File: src/hw/rtl/acmm_pkg.sv
// Shared types and codes of the channel mixing matrix.
`default_nettype none

package acmm_pkg;

    // Request codes on the request channel.
    localparam logic [1:0] REQ_SAMPLE   = 2'd0;
    localparam logic [1:0] REQ_COEF     = 2'd1;
    localparam logic [1:0] REQ_IDENTITY = 2'd2;

    // Configuration register indexes, port widths and the reset count.
    localparam int CFG_IDX_BITS  = 4;
    localparam int CFG_DATA_BITS = 4;
    localparam logic [CFG_IDX_BITS-1:0]  CFG_IN_CHANNELS  = 4'd0;
    localparam logic [CFG_IDX_BITS-1:0]  CFG_OUT_CHANNELS = 4'd1;
    localparam logic [CFG_DATA_BITS-1:0] CFG_RESET_COUNT  = 4'd2;

    // Microprogram step addresses.
    typedef logic [2:0] step_t;
    localparam step_t STEP_IDLE   = 3'd0;
    localparam step_t STEP_READ   = 3'd1;
    localparam step_t STEP_MUL    = 3'd2;
    localparam step_t STEP_ACC    = 3'd3;
    localparam step_t STEP_ROUND  = 3'd4;
    localparam step_t STEP_EMIT   = 3'd5;
    localparam step_t STEP_ROWCHK = 3'd6;
    localparam step_t STEP_LOOP   = 3'd7;

    typedef enum logic [1:0] {
        ACC_HOLD,
        ACC_CLEAR,
        ACC_ADD,
        ACC_ROUND
    } acc_op_t;

    typedef enum logic [2:0] {
        COND_NEVER,
        COND_NO_START,
        COND_COL_MORE,
        COND_OUT_BUSY,
        COND_ROWS_DONE,
        COND_ALWAYS
    } cond_t;

    // One control word of the microprogram.
    typedef struct packed {
        logic    in_ready;
        logic    rd_en;
        logic    mul_en;
        acc_op_t acc_op;
        logic    clr_idx;
        logic    col_inc;
        logic    emit;
        cond_t   cond;
        step_t   target;
    } acmm_ctrl_t;

    // Datapath flags tested by the jump conditions.
    typedef struct packed {
        logic start;
        logic col_more;
        logic rows_done;
        logic out_busy;
    } acmm_status_t;

endpackage

`default_nettype wire

File: src/hw/rtl/acmm_if.sv
// Request, result and configuration channel interfaces of the mixing matrix.
`default_nettype none

interface acmm_req_if #(
    parameter int SAMPLE_BITS = 16,
    parameter int COEF_BITS   = 16
);
    logic                          valid;
    logic                          ready;
    logic [1:0]                    req_type;
    logic signed [SAMPLE_BITS-1:0] sample;
    logic [2:0]                    coef_in_channel;
    logic [2:0]                    coef_out_channel;
    logic signed [COEF_BITS-1:0]   coef_value;

    modport source (
        output valid, req_type, sample, coef_in_channel, coef_out_channel, coef_value,
        input  ready
    );
    modport sink (
        input  valid, req_type, sample, coef_in_channel, coef_out_channel, coef_value,
        output ready
    );
endinterface

interface acmm_res_if #(
    parameter int SAMPLE_BITS = 16
);
    logic                          valid;
    logic                          ready;
    logic signed [SAMPLE_BITS-1:0] mixed_sample;
    logic [2:0]                    out_channel;
    logic                          frame_last;

    modport source (
        output valid, mixed_sample, out_channel, frame_last,
        input  ready
    );
    modport sink (
        input  valid, mixed_sample, out_channel, frame_last,
        output ready
    );
endinterface

interface acmm_cfg_if;
    logic       valid;
    logic       ready;
    logic [3:0] index;
    logic [3:0] data;

    modport source (
        output valid, index, data,
        input  ready
    );
    modport sink (
        input  valid, index, data,
        output ready
    );
endinterface

`default_nettype wire

File: src/hw/rtl/acmm_ucode_rom.sv
// Microprogram store: one control word per step of the mixing loop.
`default_nettype none

module acmm_ucode_rom import acmm_pkg::*; (
    input  step_t      step,
    output acmm_ctrl_t ctrl
);

    always_comb
    begin
        ctrl        = '0;
        ctrl.acc_op = ACC_HOLD;
        ctrl.cond   = COND_NEVER;
        ctrl.target = STEP_IDLE;
        case (step)
            STEP_IDLE:
            begin
                // take requests; leave only when a sample closes a frame
                ctrl.in_ready = 1'b1;
                ctrl.acc_op   = ACC_CLEAR;
                ctrl.clr_idx  = 1'b1;
                ctrl.cond     = COND_NO_START;
                ctrl.target   = STEP_IDLE;
            end
            STEP_READ:
            begin
                ctrl.rd_en = 1'b1;
            end
            STEP_MUL:
            begin
                ctrl.mul_en  = 1'b1;
                ctrl.col_inc = 1'b1;
            end
            STEP_ACC:
            begin
                ctrl.acc_op = ACC_ADD;
                ctrl.cond   = COND_COL_MORE;
                ctrl.target = STEP_READ;
            end
            STEP_ROUND:
            begin
                ctrl.acc_op = ACC_ROUND;
            end
            STEP_EMIT:
            begin
                // hold here while the result register is full and res is not ready
                ctrl.emit   = 1'b1;
                ctrl.cond   = COND_OUT_BUSY;
                ctrl.target = STEP_EMIT;
            end
            STEP_ROWCHK:
            begin
                ctrl.cond   = COND_ROWS_DONE;
                ctrl.target = STEP_IDLE;
            end
            STEP_LOOP:
            begin
                ctrl.cond   = COND_ALWAYS;
                ctrl.target = STEP_READ;
            end
            default:
            begin
                ctrl.cond   = COND_ALWAYS;
                ctrl.target = STEP_IDLE;
            end
        endcase
    end

endmodule

`default_nettype wire

File: src/hw/rtl/acmm_seq.sv
// Step counter with conditional jumps over the microprogram store.
`default_nettype none

module acmm_seq import acmm_pkg::*; (
    input  logic         clk,
    input  logic         rst_n,
    input  acmm_status_t status,
    output acmm_ctrl_t   ctrl,
    output step_t        step
);

    step_t step_reg;
    step_t step_next;
    logic  jump;

    acmm_ucode_rom u_rom (
        .step (step_reg),
        .ctrl (ctrl)
    );

    always_comb
    begin
        case (ctrl.cond)
            COND_NEVER:     jump = 1'b0;
            COND_NO_START:  jump = !status.start;
            COND_COL_MORE:  jump = status.col_more;
            COND_OUT_BUSY:  jump = status.out_busy;
            COND_ROWS_DONE: jump = status.rows_done;
            COND_ALWAYS:    jump = 1'b1;
            default:        jump = 1'b1;
        endcase
        step_next = jump ? ctrl.target : step_reg + step_t'(1);
    end

    always_ff @(posedge clk or negedge rst_n)
    begin
        if (!rst_n)
        begin
            step_reg <= STEP_IDLE;
        end
        else
        begin
            step_reg <= step_next;
        end
    end

    assign step = step_reg;

endmodule

`default_nettype wire

File: src/hw/rtl/acmm_datapath.sv
// Frame store, coefficient memory, shared multiply-accumulate and result register.
`default_nettype none

module acmm_datapath import acmm_pkg::*; #(
    parameter int MAX_CHANNELS = 8,
    parameter int SAMPLE_BITS  = 16,
    parameter int COEF_BITS    = 16,
    localparam int CNTW        = $clog2(MAX_CHANNELS + 1)
) (
    input  logic            clk,
    input  logic            rst_n,
    input  acmm_ctrl_t      ctrl,
    input  logic [CNTW-1:0] nin,
    input  logic [CNTW-1:0] nout,
    output acmm_status_t    status,
    acmm_req_if.sink        req,
    acmm_res_if.source      res
);

    localparam int IW     = (MAX_CHANNELS > 1) ? $clog2(MAX_CHANNELS) : 1;
    localparam int PW     = SAMPLE_BITS + COEF_BITS;
    localparam int AW     = SAMPLE_BITS + COEF_BITS + IW + 2;
    localparam int FRAC   = COEF_BITS - 2;
    localparam int DEPTH  = 2 ** (2 * IW);
    localparam bit SAT_EN = (AW > 63);

    localparam logic signed [COEF_BITS-1:0] COEF_ONE = COEF_BITS'(1 << FRAC);
    localparam logic signed [AW-1:0] HALF_W   = AW'(1) << (FRAC - 1);
    localparam logic signed [AW-1:0] ACC_HI_W = AW'(64'sh3FFF_FFFF_FFFF_FFFF);
    localparam logic signed [AW-1:0] ACC_LO_W = AW'(64'shC000_0000_0000_0000);
    localparam logic signed [AW-1:0] SMAX_W   =
        {{(AW - SAMPLE_BITS + 1){1'b0}}, {(SAMPLE_BITS - 1){1'b1}}};
    localparam logic signed [AW-1:0] SMIN_W   =
        {{(AW - SAMPLE_BITS + 1){1'b1}}, {(SAMPLE_BITS - 1){1'b0}}};
    localparam logic signed [SAMPLE_BITS-1:0] SMAX_S = {1'b0, {(SAMPLE_BITS - 1){1'b1}}};
    localparam logic signed [SAMPLE_BITS-1:0] SMIN_S = {1'b1, {(SAMPLE_BITS - 1){1'b0}}};

    logic signed [SAMPLE_BITS-1:0] frame_mem [MAX_CHANNELS];
    logic signed [COEF_BITS-1:0]   coef_mem  [DEPTH];

    logic [DEPTH-1:0]              coef_vld_reg, coef_vld_next;
    logic [IW-1:0]                 pos_reg, pos_next;
    logic [CNTW-1:0]               row_reg, row_next;
    logic [CNTW-1:0]               col_reg, col_next;
    logic                          out_valid_reg, out_valid_next;

    logic signed [COEF_BITS-1:0]   coef_rd_reg;
    logic                          vld_rd_reg;
    logic                          diag_rd_reg;
    logic signed [SAMPLE_BITS-1:0] samp_rd_reg;
    logic signed [PW-1:0]          prod_reg;
    logic signed [AW-1:0]          acc_reg, acc_next;
    logic signed [SAMPLE_BITS-1:0] out_sample_reg;
    logic [2:0]                    out_chan_reg;
    logic                          out_last_reg;

    logic                          in_fire;
    logic                          sample_wr;
    logic                          coef_wr;
    logic                          frame_end;
    logic                          emit_fire;
    logic [2*IW-1:0]               wr_addr;
    logic [2*IW-1:0]               rd_addr;
    logic signed [COEF_BITS-1:0]   coef_eff;
    logic signed [PW-1:0]          prod;
    logic signed [AW-1:0]          sum;
    logic signed [AW-1:0]          sum_sat;
    logic signed [AW-1:0]          rnd;
    logic signed [SAMPLE_BITS-1:0] rnd_sat;

    assign req.ready = ctrl.in_ready;
    assign in_fire   = req.valid && ctrl.in_ready;
    assign sample_wr = in_fire && (req.req_type == REQ_SAMPLE);
    assign coef_wr   = in_fire && (req.req_type == REQ_COEF)
                       && (int'(req.coef_in_channel) < MAX_CHANNELS)
                       && (int'(req.coef_out_channel) < MAX_CHANNELS);
    assign frame_end = (CNTW'(pos_reg) + CNTW'(1)) >= nin;
    assign emit_fire = ctrl.emit && !status.out_busy;

    assign wr_addr = {IW'(req.coef_out_channel), IW'(req.coef_in_channel)};
    assign rd_addr = {row_reg[IW-1:0], col_reg[IW-1:0]};

    assign status.start     = sample_wr && frame_end;
    assign status.col_more  = col_reg < nin;
    assign status.rows_done = row_reg >= nout;
    assign status.out_busy  = out_valid_reg && !res.ready;

    // entries never written since reset or the last identity request read as identity
    assign coef_eff = vld_rd_reg ? coef_rd_reg : (diag_rd_reg ? COEF_ONE : '0);
    assign prod     = samp_rd_reg * coef_eff;

    always_comb
    begin
        sum     = acc_reg + AW'(prod_reg);
        sum_sat = sum;
        if (SAT_EN && (sum > ACC_HI_W))
        begin
            sum_sat = ACC_HI_W;
        end
        else if (SAT_EN && (sum < ACC_LO_W))
        begin
            sum_sat = ACC_LO_W;
        end

        rnd = acc_reg >>> FRAC;
        if (rnd > SMAX_W)
        begin
            rnd_sat = SMAX_S;
        end
        else if (rnd < SMIN_W)
        begin
            rnd_sat = SMIN_S;
        end
        else
        begin
            rnd_sat = SAMPLE_BITS'(rnd);
        end

        case (ctrl.acc_op)
            ACC_HOLD:  acc_next = acc_reg;
            ACC_CLEAR: acc_next = '0;
            ACC_ADD:   acc_next = sum_sat;
            ACC_ROUND: acc_next = acc_reg + HALF_W;
            default:   acc_next = acc_reg;
        endcase
        if (emit_fire)
        begin
            acc_next = '0;
        end
    end

    always_comb
    begin
        coef_vld_next = coef_vld_reg;
        if (in_fire && (req.req_type == REQ_IDENTITY))
        begin
            coef_vld_next = '0;
        end
        else if (coef_wr)
        begin
            coef_vld_next[wr_addr] = 1'b1;
        end

        pos_next = pos_reg;
        if (sample_wr)
        begin
            pos_next = frame_end ? '0 : pos_reg + IW'(1);
        end

        row_next = row_reg;
        col_next = col_reg;
        if (ctrl.clr_idx)
        begin
            row_next = '0;
            col_next = '0;
        end
        else if (emit_fire)
        begin
            row_next = row_reg + CNTW'(1);
            col_next = '0;
        end
        else if (ctrl.col_inc)
        begin
            col_next = col_reg + CNTW'(1);
        end

        out_valid_next = out_valid_reg;
        if (emit_fire)
        begin
            out_valid_next = 1'b1;
        end
        else if (res.ready)
        begin
            out_valid_next = 1'b0;
        end
    end

    always_ff @(posedge clk or negedge rst_n)
    begin
        if (!rst_n)
        begin
            coef_vld_reg  <= '0;
            pos_reg       <= '0;
            row_reg       <= '0;
            col_reg       <= '0;
            out_valid_reg <= 1'b0;
        end
        else
        begin
            coef_vld_reg  <= coef_vld_next;
            pos_reg       <= pos_next;
            row_reg       <= row_next;
            col_reg       <= col_next;
            out_valid_reg <= out_valid_next;
        end
    end

    always_ff @(posedge clk)
    begin
        if (coef_wr)
        begin
            coef_mem[wr_addr] <= req.coef_value;
        end
        if (ctrl.rd_en)
        begin
            coef_rd_reg <= coef_mem[rd_addr];
        end
    end

    always_ff @(posedge clk)
    begin
        if (sample_wr)
        begin
            frame_mem[pos_reg] <= req.sample;
        end
        if (ctrl.rd_en)
        begin
            samp_rd_reg <= frame_mem[col_reg[IW-1:0]];
        end
    end

    always_ff @(posedge clk)
    begin
        if (ctrl.rd_en)
        begin
            vld_rd_reg  <= coef_vld_reg[rd_addr];
            diag_rd_reg <= (row_reg == col_reg);
        end
        if (ctrl.mul_en)
        begin
            prod_reg <= prod;
        end
        acc_reg <= acc_next;
        if (emit_fire)
        begin
            out_sample_reg <= rnd_sat;
            out_chan_reg   <= 3'(row_reg);
            out_last_reg   <= (row_reg + CNTW'(1)) == nout;
        end
    end

    assign res.valid        = out_valid_reg;
    assign res.mixed_sample = out_sample_reg;
    assign res.out_channel  = out_chan_reg;
    assign res.frame_last   = out_last_reg;

endmodule

`default_nettype wire

File: src/hw/rtl/audio_channel_matrix_mixer.sv
// Top level of the channel mixing matrix: configuration registers, sequencer and datapath.
`default_nettype none

// Channel mixing matrix. Interleaved samples arrive on req one channel at a time
// (req_type sample); coefficient writes and identity requests share the channel.
// Requests are taken in the idle step; the sample that closes a frame starts
// the microprogram, which runs all products through one shared multiplier, one
// input channel at a time through three steps (read, multiply, accumulate), then
// rounds, emits, checks the row and loops back; req stays not ready until the
// last row has been emitted, and a stall on res holds the emit step. Results
// come out in output channel order through a result register, so the last one
// of a frame may still wait on res while new requests are taken. The coefficient
// memory reads as identity after reset until entries are written; an identity
// request restores it by clearing the valid bits, and there is no clearing pass.
// Register counts of 0 act as 1 and counts above MAX_CHANNELS as MAX_CHANNELS;
// the cfg port is always ready.
module audio_channel_matrix_mixer import acmm_pkg::*; #(
    parameter int MAX_CHANNELS = 8,
    parameter int SAMPLE_BITS  = 16,
    parameter int COEF_BITS    = 16
) (
    input  logic       clk,
    input  logic       rst_n,
    acmm_req_if.sink   req,
    acmm_res_if.source res,
    acmm_cfg_if.sink   cfg
);

    localparam int CNTW = $clog2(MAX_CHANNELS + 1);

    logic [CFG_DATA_BITS-1:0] in_ch_reg, in_ch_next;
    logic [CFG_DATA_BITS-1:0] out_ch_reg, out_ch_next;
    logic [CNTW-1:0]          nin;
    logic [CNTW-1:0]          nout;
    acmm_ctrl_t               ctrl;
    acmm_status_t             status;
    step_t                    step;

    function automatic logic [CNTW-1:0] eff_count(input logic [CFG_DATA_BITS-1:0] v);
        logic [CNTW-1:0] r;
        if (v == '0)
        begin
            r = CNTW'(1);
        end
        else if (int'(v) > MAX_CHANNELS)
        begin
            r = CNTW'(MAX_CHANNELS);
        end
        else
        begin
            r = CNTW'(v);
        end
        return r;
    endfunction

    assign cfg.ready = 1'b1;

    always_comb
    begin
        in_ch_next  = in_ch_reg;
        out_ch_next = out_ch_reg;
        if (cfg.valid)
        begin
            case (cfg.index)
                CFG_IN_CHANNELS:  in_ch_next  = cfg.data;
                CFG_OUT_CHANNELS: out_ch_next = cfg.data;
                default:          ;
            endcase
        end
    end

    always_ff @(posedge clk or negedge rst_n)
    begin
        if (!rst_n)
        begin
            in_ch_reg  <= CFG_RESET_COUNT;
            out_ch_reg <= CFG_RESET_COUNT;
        end
        else
        begin
            in_ch_reg  <= in_ch_next;
            out_ch_reg <= out_ch_next;
        end
    end

    assign nin  = eff_count(in_ch_reg);
    assign nout = eff_count(out_ch_reg);

    acmm_seq u_seq (
        .clk    (clk),
        .rst_n  (rst_n),
        .status (status),
        .ctrl   (ctrl),
        .step   (step)
    );

    acmm_datapath #(
        .MAX_CHANNELS (MAX_CHANNELS),
        .SAMPLE_BITS  (SAMPLE_BITS),
        .COEF_BITS    (COEF_BITS)
    ) u_datapath (
        .clk    (clk),
        .rst_n  (rst_n),
        .ctrl   (ctrl),
        .nin    (nin),
        .nout   (nout),
        .status (status),
        .req    (req),
        .res    (res)
    );

`ifndef NO_ASSERTIONS
    // a frame-closing sample hands control to the mixing loop
    a_start_blocks_req: assert property (@(posedge clk) disable iff (!rst_n)
        status.start |=> !req.ready)
        else $error("request channel still ready after a frame started mixing");

    // a new result only appears out of the emit step
    a_result_from_emit: assert property (@(posedge clk) disable iff (!rst_n)
        $rose(res.valid) |-> $past(step == STEP_EMIT))
        else $error("result valid rose outside the emit step");

    // the row index stays inside the output count while products are read
    a_row_in_range: assert property (@(posedge clk) disable iff (!rst_n)
        (step == STEP_READ) |-> !status.rows_done)
        else $error("coefficient read past the last output channel");
`endif

endmodule

`default_nettype wire
File: src/flat_wrapper.sv
// flat-port wrapper written by rule: the top's interface ports become plain ports
module audio_channel_matrix_mixer_flat import acmm_pkg::*;
#(
    parameter int MAX_CHANNELS = 8,
    parameter int SAMPLE_BITS  = 16,
    parameter int COEF_BITS    = 16
)
  (clk, rst_n, req_valid, req_req_type, req_sample, req_coef_in_channel, req_coef_out_channel, req_coef_value, req_ready, res_valid, res_mixed_sample, res_out_channel, res_frame_last, res_ready, cfg_valid, cfg_index, cfg_data, cfg_ready);
  acmm_req_if #(.SAMPLE_BITS(SAMPLE_BITS), .COEF_BITS(COEF_BITS)) req_i ();
  acmm_res_if #(.SAMPLE_BITS(SAMPLE_BITS)) res_i ();
  acmm_cfg_if cfg_i ();
  input  logic clk;
  input  logic rst_n;
  input wire logic [$bits(req_i.valid)-1:0] req_valid;
  input wire logic [$bits(req_i.req_type)-1:0] req_req_type;
  input wire logic [$bits(req_i.sample)-1:0] req_sample;
  input wire logic [$bits(req_i.coef_in_channel)-1:0] req_coef_in_channel;
  input wire logic [$bits(req_i.coef_out_channel)-1:0] req_coef_out_channel;
  input wire logic [$bits(req_i.coef_value)-1:0] req_coef_value;
  output wire logic [$bits(req_i.ready)-1:0] req_ready;
  output wire logic [$bits(res_i.valid)-1:0] res_valid;
  output wire logic [$bits(res_i.mixed_sample)-1:0] res_mixed_sample;
  output wire logic [$bits(res_i.out_channel)-1:0] res_out_channel;
  output wire logic [$bits(res_i.frame_last)-1:0] res_frame_last;
  input wire logic [$bits(res_i.ready)-1:0] res_ready;
  input wire logic [$bits(cfg_i.valid)-1:0] cfg_valid;
  input wire logic [$bits(cfg_i.index)-1:0] cfg_index;
  input wire logic [$bits(cfg_i.data)-1:0] cfg_data;
  output wire logic [$bits(cfg_i.ready)-1:0] cfg_ready;
  assign req_i.valid = req_valid;
  assign req_i.req_type = req_req_type;
  assign req_i.sample = req_sample;
  assign req_i.coef_in_channel = req_coef_in_channel;
  assign req_i.coef_out_channel = req_coef_out_channel;
  assign req_i.coef_value = req_coef_value;
  assign req_ready = req_i.ready;
  assign res_valid = res_i.valid;
  assign res_mixed_sample = res_i.mixed_sample;
  assign res_out_channel = res_i.out_channel;
  assign res_frame_last = res_i.frame_last;
  assign res_i.ready = res_ready;
  assign cfg_i.valid = cfg_valid;
  assign cfg_i.index = cfg_index;
  assign cfg_i.data = cfg_data;
  assign cfg_ready = cfg_i.ready;
  audio_channel_matrix_mixer #(.MAX_CHANNELS(MAX_CHANNELS), .SAMPLE_BITS(SAMPLE_BITS), .COEF_BITS(COEF_BITS)) u_core (.clk(clk), .rst_n(rst_n), .req(req_i), .res(res_i), .cfg(cfg_i));
endmodule
File: config.mk
export PLATFORM = sky130hd
export DESIGN_NAME = audio_channel_matrix_mixer_flat
export DESIGN_NICKNAME = d
export VERILOG_FILES = /design/src/hw/rtl/acmm_pkg.sv /design/src/hw/rtl/acmm_if.sv /design/src/hw/rtl/acmm_ucode_rom.sv /design/src/hw/rtl/acmm_seq.sv /design/src/hw/rtl/acmm_datapath.sv /design/src/hw/rtl/audio_channel_matrix_mixer.sv /design/src/flat_wrapper.sv
export SDC_FILE = /design/constraint.sdc
export NUM_CORES = 2
export LEC_CHECK = 0
export BUFFER_PORTS_ARGS = -buffer_cell sky130_fd_sc_hd__buf_2
export CAP_MARGIN = 0
export CORE_UTILIZATION = 35
export DETAILED_ROUTE_END_ITERATION = 16
export PLACE_DENSITY = 0.51
export SETUP_SLACK_MARGIN = 0.05
export SYNTH_ARGS = -nofsm -noshare
export SYNTH_HDL_FRONTEND = slang
export SYNTH_SLANG_ARGS = --single-unit
File: constraint.sdc
create_clock -name clk -period 6.3 [get_ports clk]
set_input_delay 1.26 -clock clk [delete_from_list [all_inputs] [get_ports clk]]
set_output_delay 1.26 -clock clk [all_outputs]
set_load 0.02 [all_outputs]
==> key figures <==
Logic synthesis
  • Asr flop ratio synth: 0.06388
  • Cell variety after synth: 73
  • Top cells by area, synth: edfxtp_1 57%, mux4_2 12%, fa_1 8.1%, dfrtp_1 3.3%, ha_1 2.7%
  • Post-synth top area cell: edfxtp_1
  • Cell Area, Synth: 64710 sq um
  • Synth top area share: 0.5745
  • Most used DFF post-synth: edfxtp_1
  • Post-synth EDFFs: 1238
  • Share of the yosys chip area belonging to registers: 0.6196
  • Most numerous cell in the Yosys netlist: edfxtp_1
  • Top post-synthesis cells by count: 1238 x edfxtp_1, 338 x mux4_2, 307 x inv_1
  • Post-Synthesis Cells: 3913
  • Yosys Warn Count: 0
  • Synth Register Bits: approximately 1400
  • Post-Syn Area per Cell: 16.54 sq um
  • Syn_nets: 4371

Worst setup path
  • Critical path origin: u_core.u_datapath.vld_rd_reg$_DFFE_PN_
  • Worst reg2reg path startpoint: u_core.u_datapath.vld_rd_reg$_DFFE_PN_
  • Type of origin of the critical path: register
  • CP endpoint kind: register
  • Reg2reg end: u_core.u_datapath.prod_reg[28]$_DFFE_PP_
  • R2R Setup Slk: between 100 and 150 ps
  • Top fanout value on the critical path: 8
  • Critical Path End: u_core.u_datapath.prod_reg[28]$_DFFE_PP_
  • Critical path arrival: 6640 ps
  • CP Class: register to register
  • R2R depth: 23
  • Worst endpoint required time: 6780 ps

Layout
  • Post-route core utilization: 0.4049
  • Final Net Count: 4604
  • FILL cells: roughly 17000
  • Share of layout cells above drive strength 1: 0.2347
  • Fin cells: 6727
  • Sequential Area: 40110 sq um
  • Largest register FFs: 1024
  • Area Overhead vs Synth: 14.68%
  • Area occupied by multi-input gates: 23120 sq um

Detailed routing
  • Met1 wire length: 73220 um
  • Uppermost layer routed: met5
  • Final wirelength: between 150000 and 200000 um
  • DRT iter0 DRCs: 2396
  • DRC: 0
  • Via count: 34620
  • Met2 WL: 84050 um
  • WL per Instance: 24.74 um
  • DR pass1 iterations: 7
  • Antenna-violating nets left: 0
  • DR vias/cell: 5.146
  • DR WL met3: 6425 um

STA
  • Max-slew headroom: 0.1897
  • Pins Over Slew Limit: 0
  • RSZ-0062 raised after global routing: yes
  • Final WS setup: approximately 140 ps
  • Clk_skew: around 50 ps
  • Final worst-path cycle share: 0.9785
  • Fin. Hold Viols: 0
  • Final critical-path required period: 6165 ps
  • Slew @ Worst Pin: around 1200 ps
  • Max frequency: between 150 and 200 MHz
  • Setup Viol. Count Final: 0
  • WHS: 461.9 ps

Place
  • Gp weighted congestion: a little over 0.8
  • IO Port Bufs: 74
  • DP Worst Slack: -148.0 ps
  • Placed Cells: 6454
  • HPWL after DPL: roughly 100000 um

Clock network
  • Post-CTS Hold Fix Bufs: 0
  • Reg clk slew, reported paths: 60 ps
  • TritonCTS clock tree: done
  • Cts bufs inserted: between 100 and 150
  • CTS root buffer: clkbuf_16
  • H-tree lvl count: 4
  • Clock Path Buffers: 3
  • TritonCTS Sinks: roughly 1400
  • Worst-Skew Late Latency: 760 ps

Min path
  • Min-Delay Path Class: input port to async pin

Global route
  • Initial antenna violation count: 17
  • Pin count of the biggest net entering global routing: around 80
  • First-pass GRT wire length: 245100 um
  • Tot GR Track Use: 0.1785
  • GRT overflow: 0
  • Vias in the first global route: 35980

Floorplan
  • # rows: 157
  • Die area: 186600 sq um
  • Core area: approximately 180000 sq um
  • # IOs: 76
  • Die Y-Extent: between 400 and 500 um
  • Die width: 432.0 um
  • Initial Util: 0.3531

Run status
  • Status: finished clean

Run
  • Max-capacitance violation count: 0
cell families after synthesis:
family,share of synthesized area
muxes,0.1342
buffers and inverters,0.03003
AOI/OAI and AO/OA,0.04519
xor gates and xnor gates,0.01042
DFF,0.6196
other,0.00005795
adders and majority gates,0.1088
and+or+nand+nor,0.05169
repair_timing:
action / in CTS / in global routing
setup buffers: 0 / 5
resized for setup: 10 / 51
gates cloned: 0 / 4
pin swaps: 1 / 20
setup endpoints to repair: 9 / 12
how the worst min path moves through the flow:
stage	startpoint	to	slack [ps]	depth (start not counted)
6_report	rst_n	u_core.u_datapath.coef_vld_reg[44]$_DFFE_PN0P_	460	1
4_1_cts	rst_n	u_core.u_datapath.coef_vld_reg[37]$_DFFE_PN0P_	420	1
2_1_floorplan	u_core.u_datapath.acc_reg[2]$_SDFFE_PP0P_	u_core.u_datapath.acc_reg[2]$_SDFFE_PP0P_	450	2
5_1_grt	rst_n	u_core.u_datapath.coef_vld_reg[37]$_DFFE_PN0P_	440	1
3_3_place_gp	u_core.u_datapath.coef_vld_reg[58]$_DFFE_PN0P_	u_core.u_datapath.coef_vld_reg[58]$_DFFE_PN0P_	470	1
3_5_place_dp	u_core.u_datapath.coef_vld_reg[30]$_DFFE_PN0P_	u_core.u_datapath.coef_vld_reg[30]$_DFFE_PN0P_	470	1
through the flow:
| stage | TNS (ps) | area [sq um] |
|---|---|---|
| 3_3_place_gp | -94.02 | 69280 |
| 3_5_place_dp | -564.9 | 69280 |
| 2_1_floorplan | 0 | 64720 |
| 4_1_cts | 0 | 73850 |
| 6_report | 0 | 74210 |
| 5_1_grt | -46.08 | 74200 |
critical path: stages, from the launching register on:
cell and delay, ps:
edfxtp_1 370, buf_6 150, buf_12 140, buf_12 130, and3_4 160, fa_1 560
inv_2 50, fa_1 520, fa_1 440, fa_1 490, inv_1 50, fa_1 480
inv_1 50, fa_1 540, inv_2 60, ha_4 280, nand3_4 90, a211oi_4 260
a21oi_2 120, o41ai_2 380, buf_4 210, a31oi_4 110, nor2b_4 140, xnor2_1 120
cells in the final DEF (no fill, tap or decap), drive strengths merged, types with 16 or more instances in the layout:
| cell | netlist | routed |
|---|---|---|
| a22oi | 26 | 26 |
| nor2b | 16 | 16 |
| mux2 | 46 | 46 |
| dfxtp | 37 | 37 |
| nand4 | 16 | 16 |
| mux2i | 55 | 55 |
| clkbuf | 135 | 195 |
| nand2b | 17 | 17 |
| a221oi | 24 | 24 |
| nor2 | 158 | 158 |
| nor3 | 26 | 26 |
| and2 | 27 | 27 |
| dfrtp | 85 | 85 |
| o21a | 68 | 68 |
| nand2 | 214 | 214 |
| nand3 | 41 | 41 |
| clkinv | 0 | 54 |
| ha | 142 | 142 |
| a21oi | 101 | 101 |
| xor2 | 30 | 30 |
| a21o | 44 | 44 |
| edfxtp | 1238 | 1238 |
| buf | 62 | 279 |
| o21ai | 92 | 92 |
| fa | 263 | 263 |
| mux4 | 338 | 338 |
| and3 | 117 | 117 |
| inv | 307 | 314 |
| xnor2 | 47 | 47 |
cell type report:
type | instances | area share
well taps | 2464 | 0.04155
diodes | 3 | 0.0001012
repair buffers | 283 | 0.02961
multi-input cells | 2047 | 0.3115
clock inverters | 70 | 0.009358
inverters | 307 | 0.01553
flip-flops and latches | 1362 | 0.5406
clock buffers | 191 | 0.05178
layer usage:
| layer | global-route usage | vias to the layer above |
|---|---|---|
| li1 | - | 15330 |
| met4 | 0.03476 | 8 |
| met2 | 0.3050 | 694 |
| met5 | 0 | - |
| met1 | 0.2433 | 18390 |
| met3 | 0.02467 | 195 |
Power is left out: the tool's default activity adds up to more than one toggle a clock period on the data nets, which glitch-free logic cannot reach.
